===== config.mk =====
export PLATFORM = sky130hd
export DESIGN_NAME = vector_distance_l2_cosine_flat
export DESIGN_NICKNAME = d
export VERILOG_FILES = /design/src/sv/vdlc_pkg.sv /design/src/sv/vdlc_pair_if.sv /design/src/sv/vdlc_result_if.sv /design/src/sv/vector_distance_l2_cosine.sv /design/src/flat_wrapper.sv
export SDC_FILE = /design/constraint.sdc
export NUM_CORES = 2
export LEC_CHECK = 0
export ABC_AREA = 1
export BUFFER_PORTS_ARGS = -buffer_cell sky130_fd_sc_hd__clkbuf_2
export CAP_MARGIN = 25
export CORE_MARGIN = 2
export CORE_UTILIZATION = 30
export DETAILED_ROUTE_END_ITERATION = 16
export PLACE_DENSITY = 0.54
export SLEW_MARGIN = 20
export SYNTH_ARGS = -nofsm -noshare
export SYNTH_HDL_FRONTEND = slang
export SYNTH_SLANG_ARGS = --single-unit

===== constraint.sdc =====
create_clock -name clk -period 28.6 [get_ports clk]
set_clock_uncertainty 0.2 [all_clocks]
set_input_delay 1.43 -clock clk [delete_from_list [all_inputs] [get_ports clk]]
set_output_delay 1.43 -clock clk [all_outputs]
set_load 0.02 [all_outputs]

===== src/sv/vdlc_pkg.sv =====
// Shared widths, constants, types and the sequencer state type of the distance block.
// No dependencies; every other file of the block but the assertion header imports this package.
package vdlc_pkg;

    localparam int ELEM_W    = 16;
    localparam int ACC_W     = 48;
    localparam int MUL_W     = ACC_W / 2;
    localparam int PROD_W    = 2 * MUL_W;
    localparam int WIDE_W    = 2 * ACC_W + 1;
    localparam int DIST_W    = 32;
    localparam int CNT_W     = 32;
    localparam int QUOT_W    = 32;
    localparam int SQ_OP_W   = ACC_W + 8;
    localparam int SQ_ROOT_W = SQ_OP_W / 2;
    localparam int SQ_REM_W  = SQ_ROOT_W + 1;
    localparam int COS_Q_W   = QUOT_W / 2;
    localparam int STEP_W    = 5;

    localparam logic [STEP_W-1:0] ELEM_LAST_STEP = STEP_W'(4);
    localparam logic [STEP_W-1:0] COS_LAST_STEP  = STEP_W'(8);
    localparam logic [STEP_W-1:0] DIV_LAST_STEP  = STEP_W'(QUOT_W - 1);
    localparam logic [STEP_W-1:0] SQ_LAST_STEP   = STEP_W'(SQ_ROOT_W - 1);

    localparam logic [DIST_W-1:0] ONE_Q16  = DIST_W'(32'h0001_0000);
    localparam logic [ACC_W-1:0]  ACC_UMAX = {ACC_W{1'b1}};
    localparam logic [ACC_W-1:0]  ACC_SMAX = {1'b0, {(ACC_W-1){1'b1}}};
    localparam logic [ACC_W-1:0]  ACC_SMIN = {1'b1, {(ACC_W-1){1'b0}}};

    typedef logic signed [ELEM_W-1:0] elem_t;
    typedef logic [DIST_W-1:0]        dist_t;
    typedef logic [CNT_W-1:0]         cnt_t;

    typedef enum logic [2:0] {
        ST_IDLE,
        ST_ELEM,
        ST_PREP,
        ST_COS_MUL,
        ST_CMP,
        ST_DIV,
        ST_SQRT,
        ST_DONE
    } vdlc_state_t;

endpackage


===== src/sv/vdlc_pair_if.sv =====
// Valid/ready channel that carries one element pair of the two input vectors per beat.
// Depends on vdlc_pkg for the element type.
interface vdlc_pair_if import vdlc_pkg::*; ();

    logic  valid;
    logic  ready;
    elem_t elem_a;
    elem_t elem_b;
    logic  last;

    modport source (output valid, elem_a, elem_b, last, input ready);
    modport sink (input valid, elem_a, elem_b, last, output ready);

endinterface


===== src/sv/vdlc_result_if.sv =====
// Valid/ready channel that carries one distance result per beat.
// Depends on vdlc_pkg for the distance and count types.
interface vdlc_result_if import vdlc_pkg::*; ();

    logic  valid;
    logic  ready;
    dist_t distance;
    cnt_t  compare_count;

    modport source (output valid, distance, compare_count, input ready);
    modport sink (input valid, distance, compare_count, output ready);

endinterface


===== src/sv/vector_distance_l2_cosine.sv =====
// Streaming Euclidean / cosine distance; depends on vdlc_pkg, vdlc_pair_if, vdlc_result_if.
// A new element pair is taken only after the single 24x24 multiplier has done the four
// products of the previous pair. After the last beat a result follows a 28-step square root
// (Euclidean) or 9 multiply, 32 divide and 28 root steps (cosine); a zero norm skips all of
// these, a clamped cosine skips divide and root. Reset (rst_n low, asynchronous) clears
// the accumulators, the distance count, the mode register (Euclidean) and the output valid.
module vector_distance_l2_cosine import vdlc_pkg::*;
(
    input logic         clk,
    input logic         rst_n,
    input logic         cfg_we,
    input logic         cfg_wdata,
    vdlc_pair_if.sink   pair,
    vdlc_result_if.source result
);

    // Sequencer and control state.
    vdlc_state_t       state_reg, state_next;
    logic [STEP_W-1:0] step_reg, step_next;
    logic              mode_reg;
    logic              out_valid_reg, out_valid_next;
    cnt_t              count_reg, count_next;

    // Accumulators. The dot product is kept as a two's complement bit pattern.
    logic [ACC_W-1:0]  dot_reg, dot_next;
    logic [ACC_W-1:0]  na_reg, na_next;
    logic [ACC_W-1:0]  nb_reg, nb_next;
    logic [ACC_W-1:0]  diff_reg, diff_next;

    // Operand and working registers of the shared arithmetic.
    logic [ELEM_W-1:0]   am_reg, am_next;
    logic [ELEM_W-1:0]   bm_reg, bm_next;
    logic [ELEM_W-1:0]   dm_reg, dm_next;
    logic                neg_reg, neg_next;
    logic                last_reg, last_next;
    logic [PROD_W-1:0]   prod_reg, prod_next;
    logic [ACC_W-1:0]    mag_reg, mag_next;
    logic [WIDE_W-1:0]   wa_reg, wa_next;
    logic [WIDE_W-1:0]   wb_reg, wb_next;
    logic [QUOT_W-1:0]   quot_reg, quot_next;
    logic [SQ_OP_W-1:0]  sq_op_reg, sq_op_next;
    logic [SQ_REM_W-1:0] sq_rem_reg, sq_rem_next;
    logic [SQ_ROOT_W-1:0] sq_root_reg, sq_root_next;
    dist_t               res_reg, res_next;
    dist_t               out_dist_reg, out_dist_next;
    cnt_t                out_count_reg, out_count_next;

    logic ready_int;
    logic pair_fire;
    logic out_load;

    assign pair_fire = pair.valid && ready_int;
    assign out_load  = (state_reg == ST_DONE) && (!out_valid_reg || result.ready);

    // ------------------------------------------------------------------
    // Element conditioning at accept time: magnitudes of a, b and a - b,
    // and the sign of a * b. All magnitudes fit in ELEM_W unsigned bits.
    // ------------------------------------------------------------------
    logic [ELEM_W:0] a_ext, b_ext, d_ext;
    logic [ELEM_W:0] a_neg, b_neg, d_neg;

    assign a_ext = {pair.elem_a[ELEM_W-1], pair.elem_a};
    assign b_ext = {pair.elem_b[ELEM_W-1], pair.elem_b};
    assign d_ext = a_ext - b_ext;
    assign a_neg = ~a_ext + 1'b1;
    assign b_neg = ~b_ext + 1'b1;
    assign d_neg = ~d_ext + 1'b1;

    // ------------------------------------------------------------------
    // The shared multiplier. During a pair it forms |a||b|, |a|^2, |b|^2
    // and |a-b|^2; in cosine mode it forms the 96-bit products na*nb and
    // |dot|^2 as four 24x24 partial products each. Step bit 2 picks the
    // source, bits 1 and 0 pick the halves.
    // ------------------------------------------------------------------
    logic [MUL_W-1:0]  mul_x, mul_y;
    logic [PROD_W-1:0] mul_p;
    logic [ACC_W-1:0]  cos_src_x, cos_src_y;

    assign cos_src_x = step_reg[2] ? mag_reg : na_reg;
    assign cos_src_y = step_reg[2] ? mag_reg : nb_reg;

    always_comb
    begin
        mul_x = '0;
        mul_y = '0;
        if (state_reg == ST_ELEM)
        begin
            case (step_reg[1:0])
                2'd0:
                begin
                    mul_x = MUL_W'(am_reg);
                    mul_y = MUL_W'(bm_reg);
                end
                2'd1:
                begin
                    mul_x = MUL_W'(am_reg);
                    mul_y = MUL_W'(am_reg);
                end
                2'd2:
                begin
                    mul_x = MUL_W'(bm_reg);
                    mul_y = MUL_W'(bm_reg);
                end
                default:
                begin
                    mul_x = MUL_W'(dm_reg);
                    mul_y = MUL_W'(dm_reg);
                end
            endcase
        end
        else
        begin
            mul_x = step_reg[1] ? cos_src_x[ACC_W-1:MUL_W] : cos_src_x[MUL_W-1:0];
            mul_y = step_reg[0] ? cos_src_y[ACC_W-1:MUL_W] : cos_src_y[MUL_W-1:0];
        end
    end

    assign mul_p = mul_x * mul_y;

    // ------------------------------------------------------------------
    // Accumulate side. The registered product of the previous step is
    // added in, so the product index is the step number minus one.
    // ------------------------------------------------------------------
    logic [STEP_W-1:0] acc_idx;
    logic [ACC_W:0]    dot_term, dot_sum;
    logic [ACC_W-1:0]  dot_sat;
    logic [ACC_W-1:0]  uacc_sel;
    logic [ACC_W:0]    uacc_sum;
    logic [ACC_W-1:0]  uacc_sat;
    logic [WIDE_W-1:0] prod_wide, wide_term, wide_sel, wide_sum;

    assign acc_idx = step_reg - 1'b1;

    // Signed dot product: both terms fit in 49 bits, so the 49-bit sum is
    // exact and a mismatch of its top two bits marks an overflow.
    assign dot_term = neg_reg ? (~{1'b0, prod_reg} + 1'b1) : {1'b0, prod_reg};
    assign dot_sum  = {dot_reg[ACC_W-1], dot_reg} + dot_term;
    assign dot_sat  = (dot_sum[ACC_W] != dot_sum[ACC_W-1])
                    ? (dot_sum[ACC_W] ? ACC_SMIN : ACC_SMAX)
                    : dot_sum[ACC_W-1:0];

    always_comb
    begin
        case (acc_idx[1:0])
            2'd1:    uacc_sel = na_reg;
            2'd2:    uacc_sel = nb_reg;
            default: uacc_sel = diff_reg;
        endcase
    end

    assign uacc_sum = {1'b0, uacc_sel} + {1'b0, prod_reg};
    assign uacc_sat = uacc_sum[ACC_W] ? ACC_UMAX : uacc_sum[ACC_W-1:0];

    // Wide accumulation of the partial products: low-low at weight 0, the
    // cross terms at 2^24 and high-high at 2^48.
    assign prod_wide = WIDE_W'(prod_reg);

    always_comb
    begin
        case (acc_idx[1:0])
            2'd0:    wide_term = prod_wide;
            2'd3:    wide_term = prod_wide << (2 * MUL_W);
            default: wide_term = prod_wide << MUL_W;
        endcase
    end

    assign wide_sel = acc_idx[2] ? wb_reg : wa_reg;
    assign wide_sum = wide_sel + wide_term;

    // ------------------------------------------------------------------
    // Restoring division step. The remainder starts below the divisor,
    // so one shift and one compare-subtract give one quotient bit.
    // ------------------------------------------------------------------
    logic [WIDE_W-1:0] div_sh;
    logic              div_ge;
    logic [WIDE_W-1:0] div_rem;
    logic [QUOT_W-1:0] quot_step;

    assign div_sh    = {wb_reg[WIDE_W-2:0], 1'b0};
    assign div_ge    = div_sh >= wa_reg;
    assign div_rem   = div_ge ? (div_sh - wa_reg) : div_sh;
    assign quot_step = {quot_reg[QUOT_W-2:0], div_ge};

    // ------------------------------------------------------------------
    // Digit-by-digit square root step: two operand bits in, one root bit
    // out. The remainder never exceeds twice the root.
    // ------------------------------------------------------------------
    logic [SQ_REM_W+1:0]  sq_rem4, sq_trial;
    logic                 sq_ge;
    logic [SQ_REM_W-1:0]  sq_rem_step;
    logic [SQ_ROOT_W-1:0] sq_root_step;
    logic [COS_Q_W-1:0]   cos_q;

    assign sq_rem4      = {sq_rem_reg, sq_op_reg[SQ_OP_W-1 -: 2]};
    assign sq_trial     = {1'b0, sq_root_reg, 2'b01};
    assign sq_ge        = sq_rem4 >= sq_trial;
    assign sq_rem_step  = sq_ge ? SQ_REM_W'(sq_rem4 - sq_trial) : SQ_REM_W'(sq_rem4);
    assign sq_root_step = {sq_root_reg[SQ_ROOT_W-2:0], sq_ge};
    assign cos_q        = sq_root_step[COS_Q_W-1:0];

    // ------------------------------------------------------------------
    // Next-state logic of the sequencer.
    // ------------------------------------------------------------------
    always_comb
    begin
        state_next = state_reg;
        case (state_reg)
            ST_IDLE:
            begin
                if (pair_fire)
                begin
                    state_next = ST_ELEM;
                end
            end
            ST_ELEM:
            begin
                if (step_reg == ELEM_LAST_STEP)
                begin
                    state_next = last_reg ? ST_PREP : ST_IDLE;
                end
            end
            ST_PREP:
            begin
                if (!mode_reg)
                begin
                    state_next = ST_SQRT;
                end
                else if ((na_reg == '0) || (nb_reg == '0))
                begin
                    state_next = ST_DONE;
                end
                else
                begin
                    state_next = ST_COS_MUL;
                end
            end
            ST_COS_MUL:
            begin
                if (step_reg == COS_LAST_STEP)
                begin
                    state_next = ST_CMP;
                end
            end
            ST_CMP:
            begin
                state_next = (wb_reg >= wa_reg) ? ST_DONE : ST_DIV;
            end
            ST_DIV:
            begin
                if (step_reg == DIV_LAST_STEP)
                begin
                    state_next = ST_SQRT;
                end
            end
            ST_SQRT:
            begin
                if (step_reg == SQ_LAST_STEP)
                begin
                    state_next = ST_DONE;
                end
            end
            ST_DONE:
            begin
                if (out_load)
                begin
                    state_next = ST_IDLE;
                end
            end
            default:
            begin
                state_next = ST_IDLE;
            end
        endcase
    end

    // ------------------------------------------------------------------
    // Datapath next values, steered by the sequencer state.
    // ------------------------------------------------------------------
    always_comb
    begin
        step_next      = step_reg;
        out_valid_next = out_valid_reg;
        count_next     = count_reg;
        dot_next       = dot_reg;
        na_next        = na_reg;
        nb_next        = nb_reg;
        diff_next      = diff_reg;
        am_next        = am_reg;
        bm_next        = bm_reg;
        dm_next        = dm_reg;
        neg_next       = neg_reg;
        last_next      = last_reg;
        prod_next      = prod_reg;
        mag_next       = mag_reg;
        wa_next        = wa_reg;
        wb_next        = wb_reg;
        quot_next      = quot_reg;
        sq_op_next     = sq_op_reg;
        sq_rem_next    = sq_rem_reg;
        sq_root_next   = sq_root_reg;
        res_next       = res_reg;
        out_dist_next  = out_dist_reg;
        out_count_next = out_count_reg;

        // The result register drains independently of the sequencer.
        if (out_valid_reg && result.ready)
        begin
            out_valid_next = 1'b0;
        end

        case (state_reg)
            ST_IDLE:
            begin
                if (pair_fire)
                begin
                    am_next   = a_ext[ELEM_W] ? a_neg[ELEM_W-1:0] : a_ext[ELEM_W-1:0];
                    bm_next   = b_ext[ELEM_W] ? b_neg[ELEM_W-1:0] : b_ext[ELEM_W-1:0];
                    dm_next   = d_ext[ELEM_W] ? d_neg[ELEM_W-1:0] : d_ext[ELEM_W-1:0];
                    neg_next  = pair.elem_a[ELEM_W-1] ^ pair.elem_b[ELEM_W-1];
                    last_next = pair.last;
                    step_next = '0;
                end
            end
            ST_ELEM:
            begin
                prod_next = mul_p;
                step_next = step_reg + 1'b1;
                if (step_reg != '0)
                begin
                    case (acc_idx[1:0])
                        2'd0:    dot_next  = dot_sat;
                        2'd1:    na_next   = uacc_sat;
                        2'd2:    nb_next   = uacc_sat;
                        default: diff_next = uacc_sat;
                    endcase
                end
            end
            ST_PREP:
            begin
                step_next    = '0;
                sq_op_next   = {diff_reg, 8'h00};
                sq_rem_next  = '0;
                sq_root_next = '0;
                wa_next      = '0;
                wb_next      = '0;
                mag_next     = dot_reg[ACC_W-1] ? (~dot_reg + 1'b1) : dot_reg;
                res_next     = ONE_Q16;
            end
            ST_COS_MUL:
            begin
                prod_next = mul_p;
                step_next = step_reg + 1'b1;
                if (step_reg != '0)
                begin
                    if (acc_idx[2])
                    begin
                        wb_next = wide_sum;
                    end
                    else
                    begin
                        wa_next = wide_sum;
                    end
                end
            end
            ST_CMP:
            begin
                // |dot|^2 >= na*nb means the cosine magnitude clamps to one.
                step_next = '0;
                quot_next = '0;
                res_next  = dot_reg[ACC_W-1] ? {ONE_Q16[DIST_W-2:0], 1'b0} : '0;
            end
            ST_DIV:
            begin
                wb_next   = div_rem;
                quot_next = quot_step;
                step_next = step_reg + 1'b1;
                if (step_reg == DIV_LAST_STEP)
                begin
                    step_next    = '0;
                    sq_op_next   = SQ_OP_W'(quot_step);
                    sq_rem_next  = '0;
                    sq_root_next = '0;
                end
            end
            ST_SQRT:
            begin
                sq_op_next   = {sq_op_reg[SQ_OP_W-3:0], 2'b00};
                sq_rem_next  = sq_rem_step;
                sq_root_next = sq_root_step;
                step_next    = step_reg + 1'b1;
                if (step_reg == SQ_LAST_STEP)
                begin
                    if (mode_reg)
                    begin
                        res_next = dot_reg[ACC_W-1] ? (ONE_Q16 + DIST_W'(cos_q))
                                                    : (ONE_Q16 - DIST_W'(cos_q));
                    end
                    else
                    begin
                        res_next = DIST_W'(sq_root_step);
                    end
                end
            end
            ST_DONE:
            begin
                if (out_load)
                begin
                    out_valid_next = 1'b1;
                    out_dist_next  = res_reg;
                    count_next     = count_reg + 1'b1;
                    out_count_next = count_reg + 1'b1;
                    dot_next       = '0;
                    na_next        = '0;
                    nb_next        = '0;
                    diff_next      = '0;
                end
            end
            default:
            begin
                step_next = '0;
            end
        endcase
    end

    // ------------------------------------------------------------------
    // Port outputs. Pairs are taken only while the sequencer is idle; a
    // finished result waiting in the output register does not block them.
    // ------------------------------------------------------------------
    always_comb
    begin
        ready_int = (state_reg == ST_IDLE);
    end

    assign pair.ready           = ready_int;
    assign result.valid         = out_valid_reg;
    assign result.distance      = out_dist_reg;
    assign result.compare_count = out_count_reg;

    // Control state and accumulators.
    always_ff @(posedge clk or negedge rst_n)
    begin
        if (!rst_n)
        begin
            state_reg     <= ST_IDLE;
            step_reg      <= '0;
            mode_reg      <= 1'b0;
            out_valid_reg <= 1'b0;
            count_reg     <= '0;
            dot_reg       <= '0;
            na_reg        <= '0;
            nb_reg        <= '0;
            diff_reg      <= '0;
        end
        else
        begin
            state_reg     <= state_next;
            step_reg      <= step_next;
            out_valid_reg <= out_valid_next;
            count_reg     <= count_next;
            dot_reg       <= dot_next;
            na_reg        <= na_next;
            nb_reg        <= nb_next;
            diff_reg      <= diff_next;
            if (cfg_we)
            begin
                mode_reg <= cfg_wdata;
            end
        end
    end

    // Payload and working registers.
    always_ff @(posedge clk)
    begin
        am_reg        <= am_next;
        bm_reg        <= bm_next;
        dm_reg        <= dm_next;
        neg_reg       <= neg_next;
        last_reg      <= last_next;
        prod_reg      <= prod_next;
        mag_reg       <= mag_next;
        wa_reg        <= wa_next;
        wb_reg        <= wb_next;
        quot_reg      <= quot_next;
        sq_op_reg     <= sq_op_next;
        sq_rem_reg    <= sq_rem_next;
        sq_root_reg   <= sq_root_next;
        res_reg       <= res_next;
        out_dist_reg  <= out_dist_next;
        out_count_reg <= out_count_next;
    end

endmodule


===== src/flat_wrapper.sv =====
// flat-port wrapper written by rule: the top's interface ports become plain ports
module vector_distance_l2_cosine_flat import vdlc_pkg::*;
  (clk, rst_n, cfg_we, cfg_wdata, pair_valid, pair_elem_a, pair_elem_b, pair_last, pair_ready, result_valid, result_distance, result_compare_count, result_ready);
  vdlc_pair_if pair_i ();
  vdlc_result_if result_i ();
  input logic clk;
  input logic rst_n;
  input logic cfg_we;
  input logic cfg_wdata;
  input wire logic [$bits(pair_i.valid)-1:0] pair_valid;
  input wire logic [$bits(pair_i.elem_a)-1:0] pair_elem_a;
  input wire logic [$bits(pair_i.elem_b)-1:0] pair_elem_b;
  input wire logic [$bits(pair_i.last)-1:0] pair_last;
  output wire logic [$bits(pair_i.ready)-1:0] pair_ready;
  output wire logic [$bits(result_i.valid)-1:0] result_valid;
  output wire logic [$bits(result_i.distance)-1:0] result_distance;
  output wire logic [$bits(result_i.compare_count)-1:0] result_compare_count;
  input wire logic [$bits(result_i.ready)-1:0] result_ready;
  assign pair_i.valid = pair_valid;
  assign pair_i.elem_a = pair_elem_a;
  assign pair_i.elem_b = pair_elem_b;
  assign pair_i.last = pair_last;
  assign pair_ready = pair_i.ready;
  assign result_valid = result_i.valid;
  assign result_distance = result_i.distance;
  assign result_compare_count = result_i.compare_count;
  assign result_i.ready = result_ready;
  vector_distance_l2_cosine u_core (.clk(clk), .rst_n(rst_n), .cfg_we(cfg_we), .cfg_wdata(cfg_wdata), .pair(pair_i), .result(result_i));
endmodule

==> impl_metrics.prom <==
# TYPE chip_impl_metric gauge
chip_impl_metric{name="io-pin-count",unit=""} 105
chip_impl_metric{name="synth_cell_area",unit="um2"} 90700
chip_impl_metric{name="post_cts_hold_buffer_count",unit=""} 0
chip_impl_info{name="synth_top_family_by_area",value="simple AND/OR/NAND/NOR gates"} 1
chip_impl_info{name="timing.critical_path.slowest_stage_cell",value="nand2_1"} 1
chip_impl_info{name="hold_path_class",value="reg -> reg"} 1
chip_impl_metric{name="fraction_of_the_mapped_netlist_area_in_compound_gates",unit="%"} 10.2
chip_impl_info{name="cp-start-kind",value="flip-flop"} 1
chip_impl_metric{name="reg2reg_setup_slack",unit="ps"} 18530
chip_impl_metric{name="yosys.area_share.adder",unit="%"} 19.3
chip_impl_metric{name="seq_area_frac_synth",unit="%"} 25.4
chip_impl_metric{name="synth_enable_flop_cells",unit=""} 572
chip_impl_metric{name="die_width",unit="um"} 554
chip_impl_metric{name="drt_drc_violations_left",unit=""} 0
chip_impl_metric{name="ctsLongestPathBuffers",unit=""} 3
chip_impl_metric{name="core_area",unit="um2"} 300000
chip_impl_metric{name="hold_viol",unit=""} 0
chip_impl_info{name="launch_point_of_the_worst_reg_to_reg_path",value="u_core.step_reg[1]"} 1
chip_impl_metric{name="cts_htree_levels",unit=""} 3
chip_impl_metric{name="antenna_found_initial",unit=""} 10
chip_impl_metric{name="rows",unit=""} 201
chip_impl_metric{name="synthDistinctLibCells",unit=""} 61
chip_impl_metric{name="post_synth_and_or_nand_nor_area_fraction",unit="%"} 29.6
chip_impl_metric{name="track_usage",unit="%"} 25.3
chip_impl_metric{name="gate_count_post_synth",unit=""} 13357
chip_impl_metric{name="routabilityCongestion",unit=""} 1.03
chip_impl_metric{name="synthesis.yosys.warnings",unit=""} 0
chip_impl_metric{name="initial_core_util",unit="%"} 30.2
chip_impl_metric{name="cp.buffers_inverters",unit=""} 9
chip_impl_metric{name="vias_in_the_first_global_route",unit=""} 82413
chip_impl_metric{name="final.fill_count",unit=""} 33094
chip_impl_metric{name="nNetsFinal",unit=""} 14487
chip_impl_metric{name="synth_xor_xnor_area_share",unit="%"} 3.32
chip_impl_metric{name="cp_slowest_stage_delay",unit="ps"} 710
chip_impl_info{name="synth-main-ff-cell",value="edfxtp_1"} 1
chip_impl_info{name="timing.critical_path.mode_cell",value="fa_1"} 1
chip_impl_metric{name="timing_max_transition_violations_final",unit=""} 0
chip_impl_info{name="criticalPathCategory",value="reg -> reg"} 1
chip_impl_info{name="cpLargestDelayFamily",value="adder cells"} 1
chip_impl_metric{name="detailedRoute.firstIterationViolations",unit=""} 10427
chip_impl_metric{name="finalWirelength",unit="mm"} 399
chip_impl_metric{name="fin_hold_ws",unit="ps"} 220
chip_impl_metric{name="iteration_count_of_the_initial_detailed_routing_pass",unit=""} 9
chip_impl_metric{name="portBuffers",unit=""} 100
chip_impl_metric{name="maxCapViolCount",unit=""} 0
chip_impl_metric{name="worst_ep_required_time",unit="ps"} 28870
chip_impl_metric{name="setup_viol",unit=""} 0
chip_impl_metric{name="final_layout_size_suffix_gt1_share",unit="%"} 3.74
chip_impl_metric{name="globalRoute.totalOverflow",unit=""} 0
chip_impl_info{name="worstSetupStartpoint",value="u_core.step_reg[1]"} 1
chip_impl_info{name="clock_tree_root_buffer_cell",value="clkbuf_16"} 1
chip_impl_info{name="status",value="finished clean"} 1
chip_impl_metric{name="clock_insertion_delay_worst_skew",unit="ps"} 780
chip_impl_info{name="mostFrequentLayoutCells",value="nand2_1 (3924), inv_1 (2497), nor2_1 (1369)"} 1
chip_impl_info{name="grt_setup_unrepaired",value="no"} 1
chip_impl_metric{name="grt_max_degree",unit=""} 96
chip_impl_metric{name="wire_per_inst",unit="um"} 23.0
chip_impl_metric{name="multiplexer_share_of_the_synthesized_area",unit="%"} 0
chip_impl_metric{name="final.min_clock_period",unit="ps"} 10070
chip_impl_info{name="layout.cells.most_common",value="nand2_1"} 1
chip_impl_metric{name="hpwl",unit="mm"} 328
chip_impl_metric{name="synthArstFlopShare",unit="%"} 29.0
chip_impl_metric{name="areaGrowthSynthToFinish",unit="%"} 9.39
chip_impl_metric{name="grt_first_pass_wirelength",unit="mm"} 573
chip_impl_metric{name="tritoncts_buffers",unit=""} 94
chip_impl_metric{name="vias_per_cell",unit=""} 5.10
chip_impl_info{name="timing.hold.worst.start",value="u_core.res_reg[0]"} 1
chip_impl_metric{name="vias_post_dr",unit=""} 88626
chip_impl_metric{name="chipHeight",unit="um"} 554
chip_impl_metric{name="fin_tns_setup",unit="ps"} 0
chip_impl_metric{name="clkTransAtPathRegs",unit="ps"} 60
chip_impl_metric{name="critical_path_fanouts_max",unit=""} 43
chip_impl_info{name="tritoncts",value="done"} 1
chip_impl_metric{name="die-area",unit="um2"} 307000
chip_impl_metric{name="least_margin_pin_slew",unit="ps"} 1200
chip_impl_metric{name="max_freq",unit="MHz"} 99.3
chip_impl_metric{name="post_cts_buffers",unit=""} 0
chip_impl_metric{name="ys_ff_latch",unit=""} 806
chip_impl_info{name="critPathCaptureType",value="flip-flop"} 1
chip_impl_metric{name="postSynthAreaPerCell",unit="um2"} 6.79
chip_impl_metric{name="postCtsResizedCells",unit=""} 0
chip_impl_metric{name="timing.max_slew.rel_slack",unit="%"} 19.7
chip_impl_metric{name="remaining_antenna_violation_count_after_routing",unit=""} 0
chip_impl_metric{name="numClockSinks",unit=""} 806
chip_impl_metric{name="final.period_utilization",unit="%"} 35.2
chip_impl_metric{name="cp_data_arrival_time",unit="ps"} 10340
==> logic make-up (layout without fill, tap and decap cells) <==
logic type	after synthesis	in the layout
other cells	1	8
buf+inv	2883	2944
xor+xnor	344	344
flops	806	806
compound gates	1643	1643
fa+ha+maj	1109	1109
simple gates	6571	6571
==> metrics by stage <==
stage	cells	util, %	setup WS (ps)	cell area (um2)
2_1_floorplan	13360	-	18730	90700
3_3_place_gp	17194	31.9	18760	95800
3_5_place_dp	17197	31.9	18750	95800
4_1_cts	17375	33.0	18720	99200
5_1_grt	17380	33.0	17990	99200
6_report	17383	33.0	18530	99200
==> synthesized netlist by cell type, types with 23 or more instances <==
cell | n | area [um2]
xnor2_1 | 128 | 1120
o22ai_1 | 51 | 319
o21a_1 | 31 | 233
or2_2 | 45 | 282
nor4_1 | 54 | 338
a221o_1 | 23 | 230
xor2_1 | 216 | 1890
buf_1 | 24 | 90.1
ha_1 | 622 | 7780
nand4_1 | 259 | 1620
nor3_1 | 143 | 716
o21ai_0 | 644 | 3220
edfxtp_1 | 572 | 17200
buf_2 | 73 | 365
inv_1 | 2502 | 9390
nand2_1 | 3927 | 14700
a21oi_1 | 594 | 2970
clkbuf_1 | 233 | 875
o21bai_1 | 81 | 608
o211ai_1 | 54 | 405
dfrtp_1 | 234 | 5860
nor2_1 | 1375 | 5160
a21o_1 | 31 | 233
nand3_1 | 697 | 3490
fa_1 | 487 | 9750
==> worst paths after layout <==
kind                                                   to  cells after the start
worst max-delay path                  u_core.prod_reg[38]                     33
worst min-delay path            u_core.result.distance[0]                      0
worst min register to register  u_core.result.distance[0]                      0
worst max register to register        u_core.prod_reg[38]                     33
max in group asynchronous             u_core.count_reg[0]                      4
min in group asynchronous               u_core.nb_reg[46]                      1
==> per-layer routing <==
layer	GRT usage, %	routed length [um]	up-vias
li1	-	-	42203
met1	36.5	182000	42315
met2	36.7	164000	3674
met3	6.66	40900	428
met4	7.19	12200	6
met5	0	125	-
==> layout make-up <==
cell class	count	area [um2]	share of cell area [%]
clock inverters	73	972	0.980
inverters	2534	9510	9.59
diodes	4	10.0	0.0101
multi-input cells	9671	56800	57.3
repair buffers	232	1520	1.53
flip-flops and latches	806	23000	23.2
well taps	3958	4950	4.99
clock buffers	105	2400	2.42
Power is left out: the tool's default activity adds up to more than one toggle a clock period on the data nets, which glitch-free logic cannot reach.
